### src/design/base85_stream_encoder_unit_assert.svh
// Assertion macros shared by the encoder modules.
// Each macro expects clk and arst_n to be visible at the place of use.
`ifndef BASE85_STREAM_ENCODER_UNIT_ASSERT_SVH
`define BASE85_STREAM_ENCODER_UNIT_ASSERT_SVH

`ifndef ASSERT_OFF
`define B85E_ASSERT(lbl, prop, msg) \
	lbl: assert property (@(posedge clk) disable iff (!arst_n) prop) else $error(msg);
`define B85E_ASSERT_NEVER(lbl, cond, msg) \
	lbl: assert property (@(posedge clk) disable iff (!arst_n) !(cond)) else $error(msg);
`else
`define B85E_ASSERT(lbl, prop, msg)
`define B85E_ASSERT_NEVER(lbl, cond, msg)
`endif

`endif

### src/design/b85e_pkg.sv
package b85e_pkg;

	localparam int unsigned WORD_W     = 32;
	localparam int unsigned BYTE_W     = 8;
	localparam int unsigned CHAR_W     = 7;
	localparam int unsigned NUM_DIGITS = 5;

	typedef logic [CHAR_W-1:0] digit_t;
	typedef logic [CHAR_W-1:0] char_t;
	typedef logic [WORD_W-1:0] word_t;
	typedef logic [1:0]        byte_cnt_t;
	typedef logic [2:0]        step_t;
	typedef logic [2:0]        char_idx_t;

	// floor(x / 85) == (x * RECIP_85) >> RECIP_SHIFT for every 32-bit x
	localparam word_t          RECIP_85    = 32'hC0C0C0C1;
	localparam int unsigned    RECIP_SHIFT = 38;
	localparam logic [CHAR_W-1:0] RADIX    = 7'd85;

	localparam byte_cnt_t LAST_BYTE_SLOT = 2'd3;
	localparam step_t     LAST_STEP      = 3'd4;
	localparam char_idx_t IDX_LAST_DIGIT = 3'd4;
	localparam char_idx_t IDX_TERM       = 3'd5;

	localparam char_t TERM_CHAR = 7'h5D;
	localparam char_t TOP_CHAR  = 7'h7E;

	// punctuation tail of the alphabet, digits 62 to 84
	localparam char_t PUNCT_CHARS [23] = '{
		7'd33, 7'd35, 7'd36, 7'd37, 7'd38, 7'd40, 7'd41, 7'd42,
		7'd43, 7'd45, 7'd59, 7'd60, 7'd61, 7'd62, 7'd63, 7'd64,
		7'd94, 7'd95, 7'd96, 7'd123, 7'd124, 7'd125, 7'd126
	};

	typedef struct packed {
		word_t word;
		logic  grp;
		logic  term;
	} job_t;

	typedef struct packed {
		digit_t [NUM_DIGITS-1:0] digits;
		logic                    grp;
		logic                    term;
	} group_t;

	function automatic char_t b85_char(input digit_t d);
		digit_t off;
		char_t  c;
		off = d - 7'd62;
		if (d < 7'd10) begin
			c = d + 7'd48;
		end else if (d < 7'd36) begin
			c = d + 7'd55;
		end else if (d < 7'd62) begin
			c = d + 7'd61;
		end else if (d < RADIX) begin
			c = PUNCT_CHARS[off[4:0]];
		end else begin
			c = TOP_CHAR;
		end
		return c;
	endfunction

endpackage

### src/design/base85_stream_encoder_unit.sv
// Channel   Dir  tdata                      tuser           tlast
// s_*       in   [7:0] data_byte            has_byte        last_byte
// m_*       out  [6:0] out_char, [7] zero   -               last_char
//
// One byte per cycle enters the group register while s_tready is high; each full or
// flushed group then passes the divide-by-85 unit (load, five digit steps). The output
// register sends at most one character per cycle, holding while m_tready is low: five per
// group, then ']' at stream end; a group passes the job, result, group and output registers.
// Reset: arst_n clears the open group and all pipeline valids at once. Stalls: m_tready
// low holds the output and backs up to s_tready; an idle item is taken and leaves no trace.

module base85_stream_encoder_unit import b85e_pkg::*; (
	input  logic       clk,
	input  logic       arst_n,
	input  logic       s_tvalid,
	output logic       s_tready,
	input  logic [7:0] s_tdata,   // [7:0] data_byte
	input  logic       s_tuser,   // [0] has_byte
	input  logic       s_tlast,
	output logic       m_tvalid,
	input  logic       m_tready,
	output logic [7:0] m_tdata,   // [6:0] out_char, [7] zero
	output logic       m_tlast
);

	// gather -> converter: one pending group or terminator
	logic   job_valid;
	job_t   job;
	logic   job_ready;

	// converter -> emitter: five digits plus flags
	logic   res_valid;
	group_t res;
	logic   res_ready;

	char_t  out_char;

	// accumulate bytes little-endian into the open group
	b85e_gather u_gather (
		.clk       (clk),
		.arst_n    (arst_n),
		.in_valid  (s_tvalid),
		.in_ready  (s_tready),
		.in_byte   (s_tdata),
		.in_has    (s_tuser),
		.in_last   (s_tlast),
		.job_valid (job_valid),
		.job       (job),
		.job_ready (job_ready)
	);

	// split the word into base-85 digits over successive cycles
	b85e_conv u_conv (
		.clk       (clk),
		.arst_n    (arst_n),
		.job_valid (job_valid),
		.job       (job),
		.job_ready (job_ready),
		.res_valid (res_valid),
		.res       (res),
		.res_ready (res_ready)
	);

	// map digits to the alphabet and send them, terminator last
	b85e_emit u_emit (
		.clk       (clk),
		.arst_n    (arst_n),
		.res_valid (res_valid),
		.res       (res),
		.res_ready (res_ready),
		.out_valid (m_tvalid),
		.out_ready (m_tready),
		.out_char  (out_char),
		.out_last  (m_tlast)
	);

	assign m_tdata = {1'b0, out_char};

endmodule

### src/design/b85e_gather.sv
`include "base85_stream_encoder_unit_assert.svh"

module b85e_gather import b85e_pkg::*; (
	input  logic               clk,
	input  logic               arst_n,
	input  logic               in_valid,
	output logic               in_ready,
	input  logic [BYTE_W-1:0]  in_byte,
	input  logic               in_has,
	input  logic               in_last,
	output logic               job_valid,
	output job_t               job,
	input  logic               job_ready
);

	word_t     word_q;
	byte_cnt_t cnt_q;
	logic      job_valid_q;
	job_t      job_q;

	logic      accept;
	word_t     merged;
	logic      full;
	logic      grp;
	logic      new_job;

	assign in_ready = !job_valid_q || job_ready;
	assign accept   = in_valid && in_ready;

	always_comb begin
		merged  = word_q | (word_t'(in_byte) << {cnt_q, 3'b000});
		full    = in_has && (cnt_q == LAST_BYTE_SLOT);
		grp     = full || (in_last && (in_has || (cnt_q != 2'd0)));
		new_job = grp || in_last;
	end

	always_ff @(posedge clk or negedge arst_n) begin
		if (!arst_n) begin
			word_q      <= '0;
			cnt_q       <= '0;
			job_valid_q <= 1'b0;
		end else begin
			if (accept && new_job) begin
				word_q      <= '0;
				cnt_q       <= '0;
				job_valid_q <= 1'b1;
			end else begin
				if (job_ready) job_valid_q <= 1'b0;
				if (accept && in_has) begin
					word_q <= merged;
					cnt_q  <= cnt_q + 2'd1;
				end
			end
		end
	end

	always_ff @(posedge clk) begin
		if (accept && new_job) begin
			job_q.word <= in_has ? merged : word_q;
			job_q.grp  <= grp;
			job_q.term <= in_last;
		end
	end

	assign job_valid = job_valid_q;
	assign job       = job_q;

	`B85E_ASSERT(a_last_clears, accept && in_last |=> cnt_q == 2'd0 && word_q == '0, "open group left after last")

endmodule

### src/design/b85e_conv.sv
`include "base85_stream_encoder_unit_assert.svh"

module b85e_conv import b85e_pkg::*; (
	input  logic   clk,
	input  logic   arst_n,
	input  logic   job_valid,
	input  job_t   job,
	output logic   job_ready,
	output logic   res_valid,
	output group_t res,
	input  logic   res_ready
);

	logic   busy_q;
	step_t  step_q;
	logic   res_valid_q;
	word_t  x_q;
	word_t  xprev_q;
	group_t res_q;

	logic                  take;
	logic                  load;
	logic [2*WORD_W-1:0]   prod;
	word_t                 quot;
	logic [2*CHAR_W-1:0]   lo_prod;
	digit_t                cur_digit;

	assign take      = res_valid_q && res_ready;
	assign job_ready = !busy_q && (!res_valid_q || take);
	assign load      = job_valid && job_ready;

	// one divide-by-85 step per cycle, least significant digit first
	always_comb begin
		prod      = (2*WORD_W)'(x_q) * (2*WORD_W)'(RECIP_85);
		quot      = word_t'(prod >> RECIP_SHIFT);
		lo_prod   = (2*CHAR_W)'(x_q[CHAR_W-1:0]) * (2*CHAR_W)'(RADIX);
		cur_digit = xprev_q[CHAR_W-1:0] - lo_prod[CHAR_W-1:0];
	end

	always_ff @(posedge clk or negedge arst_n) begin
		if (!arst_n) begin
			busy_q      <= 1'b0;
			step_q      <= '0;
			res_valid_q <= 1'b0;
		end else begin
			if (load) begin
				busy_q      <= job.grp;
				res_valid_q <= !job.grp;
				step_q      <= '0;
			end else if (busy_q) begin
				step_q <= step_q + 3'd1;
				if (step_q == LAST_STEP) begin
					busy_q      <= 1'b0;
					res_valid_q <= 1'b1;
				end
			end else if (take) begin
				res_valid_q <= 1'b0;
			end
		end
	end

	always_ff @(posedge clk) begin
		if (load) begin
			x_q        <= job.word;
			res_q.grp  <= job.grp;
			res_q.term <= job.term;
		end else if (busy_q) begin
			x_q     <= quot;
			xprev_q <= x_q;
			if (step_q != 3'd0) res_q.digits[step_q - 3'd1] <= cur_digit;
			if (step_q == LAST_STEP) res_q.digits[NUM_DIGITS-1] <= x_q[CHAR_W-1:0];
		end
	end

	assign res_valid = res_valid_q;
	assign res       = res_q;

	`B85E_ASSERT_NEVER(a_busy_and_done, busy_q && res_valid_q, "digits overwritten while pending")
	`B85E_ASSERT(a_step_range, busy_q |-> step_q <= LAST_STEP, "digit step out of range")

endmodule

### src/design/b85e_emit.sv
`include "base85_stream_encoder_unit_assert.svh"

module b85e_emit import b85e_pkg::*; (
	input  logic   clk,
	input  logic   arst_n,
	input  logic   res_valid,
	input  group_t res,
	output logic   res_ready,
	output logic   out_valid,
	input  logic   out_ready,
	output char_t  out_char,
	output logic   out_last
);

	logic      active_q;
	char_idx_t idx_q;
	group_t    grp_q;
	logic      o_valid_q;
	char_t     o_char_q;
	logic      o_last_q;

	logic   adv;
	logic   done_now;
	logic   take;
	digit_t sel_digit;
	char_t  next_char;

	assign adv       = active_q && (!o_valid_q || out_ready);
	assign done_now  = (idx_q == IDX_TERM) || ((idx_q == IDX_LAST_DIGIT) && !grp_q.term);
	assign res_ready = !active_q || (adv && done_now);
	assign take      = res_valid && res_ready;

	// most significant digit leaves first
	always_comb begin
		unique case (idx_q)
			3'd0:    sel_digit = grp_q.digits[4];
			3'd1:    sel_digit = grp_q.digits[3];
			3'd2:    sel_digit = grp_q.digits[2];
			3'd3:    sel_digit = grp_q.digits[1];
			default: sel_digit = grp_q.digits[0];
		endcase
		next_char = (idx_q == IDX_TERM) ? TERM_CHAR : b85_char(sel_digit);
	end

	always_ff @(posedge clk or negedge arst_n) begin
		if (!arst_n) begin
			active_q  <= 1'b0;
			idx_q     <= '0;
			o_valid_q <= 1'b0;
		end else begin
			if (take) begin
				active_q <= 1'b1;
				idx_q    <= res.grp ? 3'd0 : IDX_TERM;
			end else if (adv) begin
				if (done_now) active_q <= 1'b0;
				else idx_q <= idx_q + 3'd1;
			end
			if (adv) begin
				o_valid_q <= 1'b1;
			end else if (out_ready) begin
				o_valid_q <= 1'b0;
			end
		end
	end

	always_ff @(posedge clk) begin
		if (take) grp_q <= res;
		if (adv) begin
			o_char_q <= next_char;
			o_last_q <= (idx_q == IDX_TERM);
		end
	end

	assign out_valid = o_valid_q;
	assign out_char  = o_char_q;
	assign out_last  = o_last_q;

	`B85E_ASSERT(a_last_is_term, o_valid_q && o_last_q |-> o_char_q == TERM_CHAR, "last without terminator")
	`B85E_ASSERT(a_idx_range, active_q |-> idx_q <= IDX_TERM, "character index out of range")

endmodule
### config.mk
export PLATFORM = sky130hd
export DESIGN_NAME = base85_stream_encoder_unit
export DESIGN_NICKNAME = d
export VERILOG_FILES = /design/src/design/b85e_pkg.sv /design/src/design/base85_stream_encoder_unit.sv /design/src/design/b85e_gather.sv /design/src/design/b85e_conv.sv /design/src/design/b85e_emit.sv
export VERILOG_INCLUDE_DIRS = /design/src /design/src/design
export SDC_FILE = /design/constraint.sdc
export NUM_CORES = 1
export LEC_CHECK = 0
export BUFFER_PORTS_ARGS = -buffer_cell sky130_fd_sc_hd__clkbuf_2
export CAP_MARGIN = 20
export CORE_MARGIN = 1
export CORE_UTILIZATION = 40
export DETAILED_ROUTE_END_ITERATION = 6
export GPL_ROUTABILITY_DRIVEN = 0
export SETUP_SLACK_MARGIN = 0.05
export SYNTH_ARGS = -nofsm -noshare
export SYNTH_HDL_FRONTEND = slang
export SYNTH_SLANG_ARGS = --single-unit
export TNS_END_PERCENT = 1
### constraint.sdc
create_clock -name clk -period 6.8 [get_ports clk]
set_clock_uncertainty 0.1 [all_clocks]
set_input_delay 1.36 -clock clk [delete_from_list [all_inputs] [get_ports clk]]
set_output_delay 1.36 -clock clk [all_outputs]
set_load 0.02 [all_outputs]
## After elaboration in Yosys (flattened, before gate mapping)

Memory sizes are Yosys's and may differ from the RTL's.
Cells that the tools add are included.

| cells by class | value |
|---|---|
| reduce and logical (&&, ||, !) cells | 44 |
| magnitude comparators | 7 |
| equal/unequal tests | 9 |
| multiplexer cells | 39 |
| shift operators | 1 |
| add/sub/neg operators | 9 |
| bitwise operators | 3 |
| $mul | 2 |

Operators with widths:

| operator | count |
|---|---|
| 2-to-1 mux 32 bit | 5 |
| multiplier 32 x 32 -> 64 bit, second input constant | 1 |
| 2-to-1 mux 7 bit | 8 |
| bitwise mux 35 bit | 1 |
| 2-to-1 mux 35 bit | 1 |
| OR 32 bit | 1 |
| left shift 8 x 5 -> 32 bit | 1 |
| case mux 7 bit (4 select lines) | 1 |
| adder 7 x 6 -> 7 bit, second input constant | 3 |
| demux 7 bit (select 3 bit) | 1 |
| 2-to-1 mux 3 bit | 6 |
| nonzero test 2 bit | 8 |
| < comparator 7 x 6 -> 1 bit, second input constant | 2 |
| 2-to-1 mux 1 bit | 14 |
| logical AND 1 bit | 12 |
| == test 3 bit, second input constant | 3 |
| logical OR 1 bit | 8 |
| AND reduction 2 bit | 4 |
| zero test 1 bit | 7 |
| < comparator 7 x 4 -> 1 bit, second input constant | 1 |
| < comparator 7 bit, second input constant | 1 |
| multiplier 7 x 7 -> 7 bit, second input constant | 1 |
| subtractor 7 bit | 1 |
| adder 3 x 1 -> 3 bit, second input constant | 2 |
| 17 further kinds | 21 |

| word-level totals | value |
|---|---|
| output and inout port bits | 11 |
| memories kept | 1 |
| input port bits | 14 |
| register bits | 199 |
| ROM bits | 224 |
| word-level logic and storage cells | 144 |

Memory list:

| memory | depth | width | read ports | clocked after Yosys merged registers in | write ports | line | text |
|---|---|---|---|---|---|---|---|
| (no name shown) | 32 | 7 | 1 | 0 | 0 | b85e_pkg.sv:58 | `c = PUNCT_CHARS[off[4:0]];` |

## Depth between registers and ports, before layout

| logic depth | value |
|---|---|
| word-level depth | 13 |
| mapped depth | 23 |
| mapped depth without buffers | 22 |

## Modules after synthesis

A second synthesis with hierarchy kept.

| second synthesis, totals | value |
|---|---|
| cell total of the unflattened synthesis | 1845 |
| area total of the unflattened synthesis | 19906.6 sq um |

By module, submodules not included:

| module | seq. area each (sq um) | area each (sq um) | cells each | times used |
|---|---|---|---|---|
| b85e_conv | 2407.3 | 14159.8 | 1405 | 1 |
| b85e_gather | 1896.8 | 2897.8 | 214 | 1 |
| b85e_emit | 1446.4 | 2837.7 | 224 | 1 |
| base85_stream_encoder_unit | 0.0 | 11.3 | 2 | 1 |

## Worst setup path after synthesis

Ideal clock, no wire load.

| timing | value |
|---|---|
| path type | flip-flop to flip-flop |
| start point | reg u_conv.x_q[3] |
| end point | reg u_conv.x_q[24] (data pin) |
| data required time | 6.439 ns |
| setup slack | 0.467 ns |
| buffers on the path | 0 |
| arrival time | 5.973 ns |
| cell stages (with the launch flop) | 21 |
| cell sequence | edfxtp_1 ha_1 ha_1 fa_1 fa_1 inv_1 fa_1 fa_1 fa_1 inv_1 ha_1 ha_1 and3_1 and3_2 a41oi_1 nand3_1 o31ai_2 o31ai_2 a21boi_2 nor3_1 a221o_1 |

| between the ends | value |
|---|---|
| cells in the longest elaborated chain, start to end | 3 |

RTL lines:

| item | line | text |
|---|---|---|
| start, declared | b85e_conv.sv:17 | `word_t x_q;` |
| start signal, assigned | b85e_conv.sv:64 | `x_q <= job.word;` |
| start signal, assigned | b85e_conv.sv:68 | `x_q <= quot;` |
| multiplier 32 x 32 -> 64 bit | b85e_conv.sv:34 | `prod = (2*WORD_W)'(x_q) * (2*WORD_W)'(RECIP_85);` |
| 2-to-1 mux 32 bit | b85e_conv.sv:67 | `end else if (busy_q) begin` |
| 2-to-1 mux 32 bit | b85e_conv.sv:63 | `if (load) begin` |

Every way passes these cells. The select of a mux whose other input is x is not followed.
A chain may end at the register's enable or synchronous reset.

## Worst setup path after layout

| timing | value |
|---|---|
| start point | reg u_conv.x_q[4] |
| end point | reg u_conv.x_q[24] (data pin) |

Same word-level chain as after synthesis.

==> key figures <==
Global route
  – First-pass GRT wire length: roughly 75,000 um
  – Vias in the first global route: 13,638
  – Initial antenna violation count: 0
  – Met3 Usage GRT: 0.0232
  – Global Route Usage Sum: 0.201
  – Gr ovfl total: 0
  – Busiest grt layer: met2
  – Largest net degree at the start of global routing: 58
  – Global routing usage on met2: 0.336
  – Met1 Usage GRT: 0.270

Synthesis
  – Mean Syn Cell Area: between 10 and 15 um2
  – Distinct cells, synth: 78
  – EDFF count, synth: roughly 150
  – #FFs+latches synth: slightly below 200
  – Synth Warn #: 0
  – FFs w/ async S/R, synth: 0.226
  – Top FF cell, synth: edfxtp_1
  – Sequential-to-total area share from yosys stat: 0.299
  – Syn_nets: between 2,000 and 2,500
  – Post-Syn Instances: ~1,800
  – Post-Syn Area: a little under 20,000 um2

Timing
  – Max-slew violation count: 0
  – Final Hold Viols: 0
  – Slew @ Worst Pin: around 1 ns
  – Slew headroom: 0.334
  – Fin crit period: around 6.7 ns
  – Final setup fails: 0
  – Upper clock frequency limit: roughly 150 MHz
  – RSZ-0062 raised after global routing: yes
  – Crit share post-route: 0.978

Die
  – Die H: around 220 um
  – Core ar.: about 48,000 um2
  – Row count: 80
  – Chip width: between 200 and 250 um
  – Io pins: 25
  – Initial core utilization: 0.404
  – Die ar.: between 40,000 and 50,000 um2

Route
  – DRT Pass-1 Iters: 7
  – DR vias: approximately 13,000
  – DRC errors left: 0
  – Detailed Route Iter0 Violations: ~740
  – DRT Wirelength: ~48,000 um
  – Drt wl/cell: around 19 um
  – Vias per inst: approximately 5.2
  – Post-route ant nets: 0

Critical path
  – Critical Path Start Type: flip-flop
  – Data arrival time of the worst path: ~6.8 ns
  – Crit Path Max Fanout: 5
  – Crit path required time: ~6.9 ns
  – Critical Setup Path Class: reg2reg
  – Endpoint class of the critical path: flip-flop

CTS
  – H-Tree Depth: 4
  – Clk_lat worst skew: roughly 0.44 ns
  – CTS tree: built
  – CTS sink cnt: 199
  – Clk slew on worst S/H paths: around 0.070 ns
  – Root Driver: clkbuf_16
  – CTS buffer count: 17
  – Clk buf depth: 2

Layout
  – Final Util: 0.445
  – Syn-to-layout area delta: 10.0%
  – Number of diodes: 0
  – Finished Cell Area: roughly 21,000 um2
  – Final nets: 2,404
  – Layout cell share with drive strength beyond 1: 0.0808

Status
  – Outcome: finished, final reports clean

Placed design
  – Hpwl dp: 40,100 um
  – Area after DPL: ~20,000 um2
  – Port bufs: 23

Flow run
  – Max_cap viols: 0

Worst hold path
  – HP Class: reg2reg
timing repair:
action,4_1_cts,5_1_grt
hold buffers,0,0
setup buffers,0,9
pin swaps,0,13
setup endpoints to repair,8,21
resized for setup,2,30
cell families (layout without fill, tap and decap cells):
group,Yosys count,count (layout),synth area share
buffers and inverters,423,483,0.0852
other,1,1,0.000195
xor gates and xnor gates,52,52,0.0237
muxes,13,13,0.00930
DFF,199,199,0.299
and+or+nand+nor,286,286,0.0712
AOI/OAI and AO/OA,325,325,0.106
adders and majority gates,522,522,0.406
per-stage QoR:
stage          setup TNS [ns]  cells  setup WS, ns  hold WS (ns)
6_report                    0   2496         0.149         0.317
5_1_grt               -0.0500   2496       -0.0500         0.323
2_1_floorplan               0   1821         0.467         0.300
3_3_place_gp                0   2452         0.129         0.301
4_1_cts               -0.0155   2486       -0.0155         0.319
3_5_place_dp           -0.107   2454       -0.0766         0.305
metal layers:
layer | up-vias | wire, um
met4 | 0 | 1670
li1 | 6257 | -
met2 | 282 | 22600
met1 | 6436 | 21600
met3 | 67 | 1840
met5 | - | 0
cells in the mapped netlist (3+ instances only):
library cell | n | area [um2]
a21oi_1 | 78 | 390
edfxtp_1 | 154 | 4620
buf_2 | 11 | 55.1
mux2i_1 | 7 | 70.1
a21o_1 | 53 | 398
dfrtp_1 | 45 | 1130
a222oi_1 | 7 | 70.1
buf_6 | 3 | 33.8
fa_1 | 171 | 3420
inv_1 | 372 | 1400
o21bai_1 | 10 | 75.1
a31oi_1 | 11 | 68.8
nor2_1 | 71 | 267
o21a_1 | 4 | 30.0
nand2b_1 | 8 | 50.1
o21ai_0 | 102 | 510
nand2_1 | 92 | 345
a211oi_1 | 7 | 52.6
buf_4 | 3 | 22.5
nor2b_1 | 7 | 43.8
nand3_1 | 19 | 95.1
and3_1 | 22 | 138
a22o_1 | 5 | 43.8
o211ai_1 | 4 | 30.0
or3_1 | 6 | 37.5
nand4_1 | 14 | 87.6
and4_1 | 3 | 26.3
nor3b_1 | 4 | 30.0
xor2_1 | 10 | 87.6
a21boi_0 | 3 | 22.5
clkbuf_1 | 30 | 113
xnor2_1 | 42 | 368
ha_1 | 351 | 4390
o21ai_1 | 9 | 45.0
and2_1 | 7 | 43.8
nor3_1 | 19 | 95.1
a41oi_1 | 4 | 35.0
area by class of cell:
| class | instances | area (um2) |
|---|---|---|
| fill | 4493 | 26500 |
| multi-input combinational | 1199 | 12100 |
| sequential | 199 | 5750 |
| inverter | 374 | 1410 |
| tap | 615 | 769 |
| timing repair buffer | 77 | 554 |
| clock buffer | 21 | 450 |
| clock inverter | 11 | 174 |
flip-flops by register name (all words and copies together) (netlist names), 2 cells and up:
| signal | count |
|---|---|
| u_conv.res | 37 |
| u_gather.job | 34 |
| u_gather.word_q | 32 |
| u_gather.cnt_q | 2 |
| u_conv.x_q | 32 |
| u_emit.idx_q | 3 |
| u_emit.grp_q | 36 |
| u_conv.step_q | 3 |
| u_conv.xprev_q | 7 |
| u_emit.out_char | 7 |
critical path, stage by stage (launching register included):
cell and delay, ns:
edfxtp_1 0.42, ha_1 0.34, ha_1 0.32, inv_1 0.06
fa_1 0.50, inv_1 0.06, fa_1 0.50, inv_1 0.07
fa_1 0.51, fa_1 0.52, fa_1 0.54, inv_1 0.04
ha_1 0.32, ha_4 0.27, a21oi_2 0.19, o21ai_0 0.14
a41oi_2 0.20, nand3_2 0.13, o31ai_4 0.29, buf_6 0.16
o31ai_4 0.11, a21boi_2 0.25, nor3_1 0.08, a221o_1 0.28
worst paths after layout:
kind,from,end,slack (ns),cells past startpoint
max in group asynchronous,arst_n,u_emit.out_valid,5.26,2
min,u_conv.res[27],u_emit.grp_q[27],0.32,0
max,u_conv.x_q[4],u_conv.x_q[24],0.15,23
min reg2reg,u_conv.res[27],u_emit.grp_q[27],0.32,0
min in group asynchronous,arst_n,u_gather.word_q[22],0.90,2
max reg2reg,u_conv.x_q[4],u_conv.x_q[24],0.15,23
cell usage in the layout (no fill, tap or decap), drive strengths merged, types with 6 or more instances in the layout:
cell type	netlist	layout
o21bai	11	11
clkbuf	32	44
nand3	19	19
nor3	21	21
fa	171	171
a21oi	78	78
xnor2	42	42
nor2b	7	7
buf	17	54
edfxtp	154	154
and3	23	23
nor2	71	71
nand4	14	14
inv	374	376
ha	351	351
or3	6	6
a211oi	7	7
mux2i	8	8
xor2	10	10
a222oi	7	7
nand2	92	92
a31oi	11	11
a21o	53	53
o21ai	111	111
nand2b	8	8
and2	7	7
dfrtp	45	45
Power is left out: the tool's default activity adds up to more than one toggle a clock period on the data nets, which glitch-free logic cannot reach.
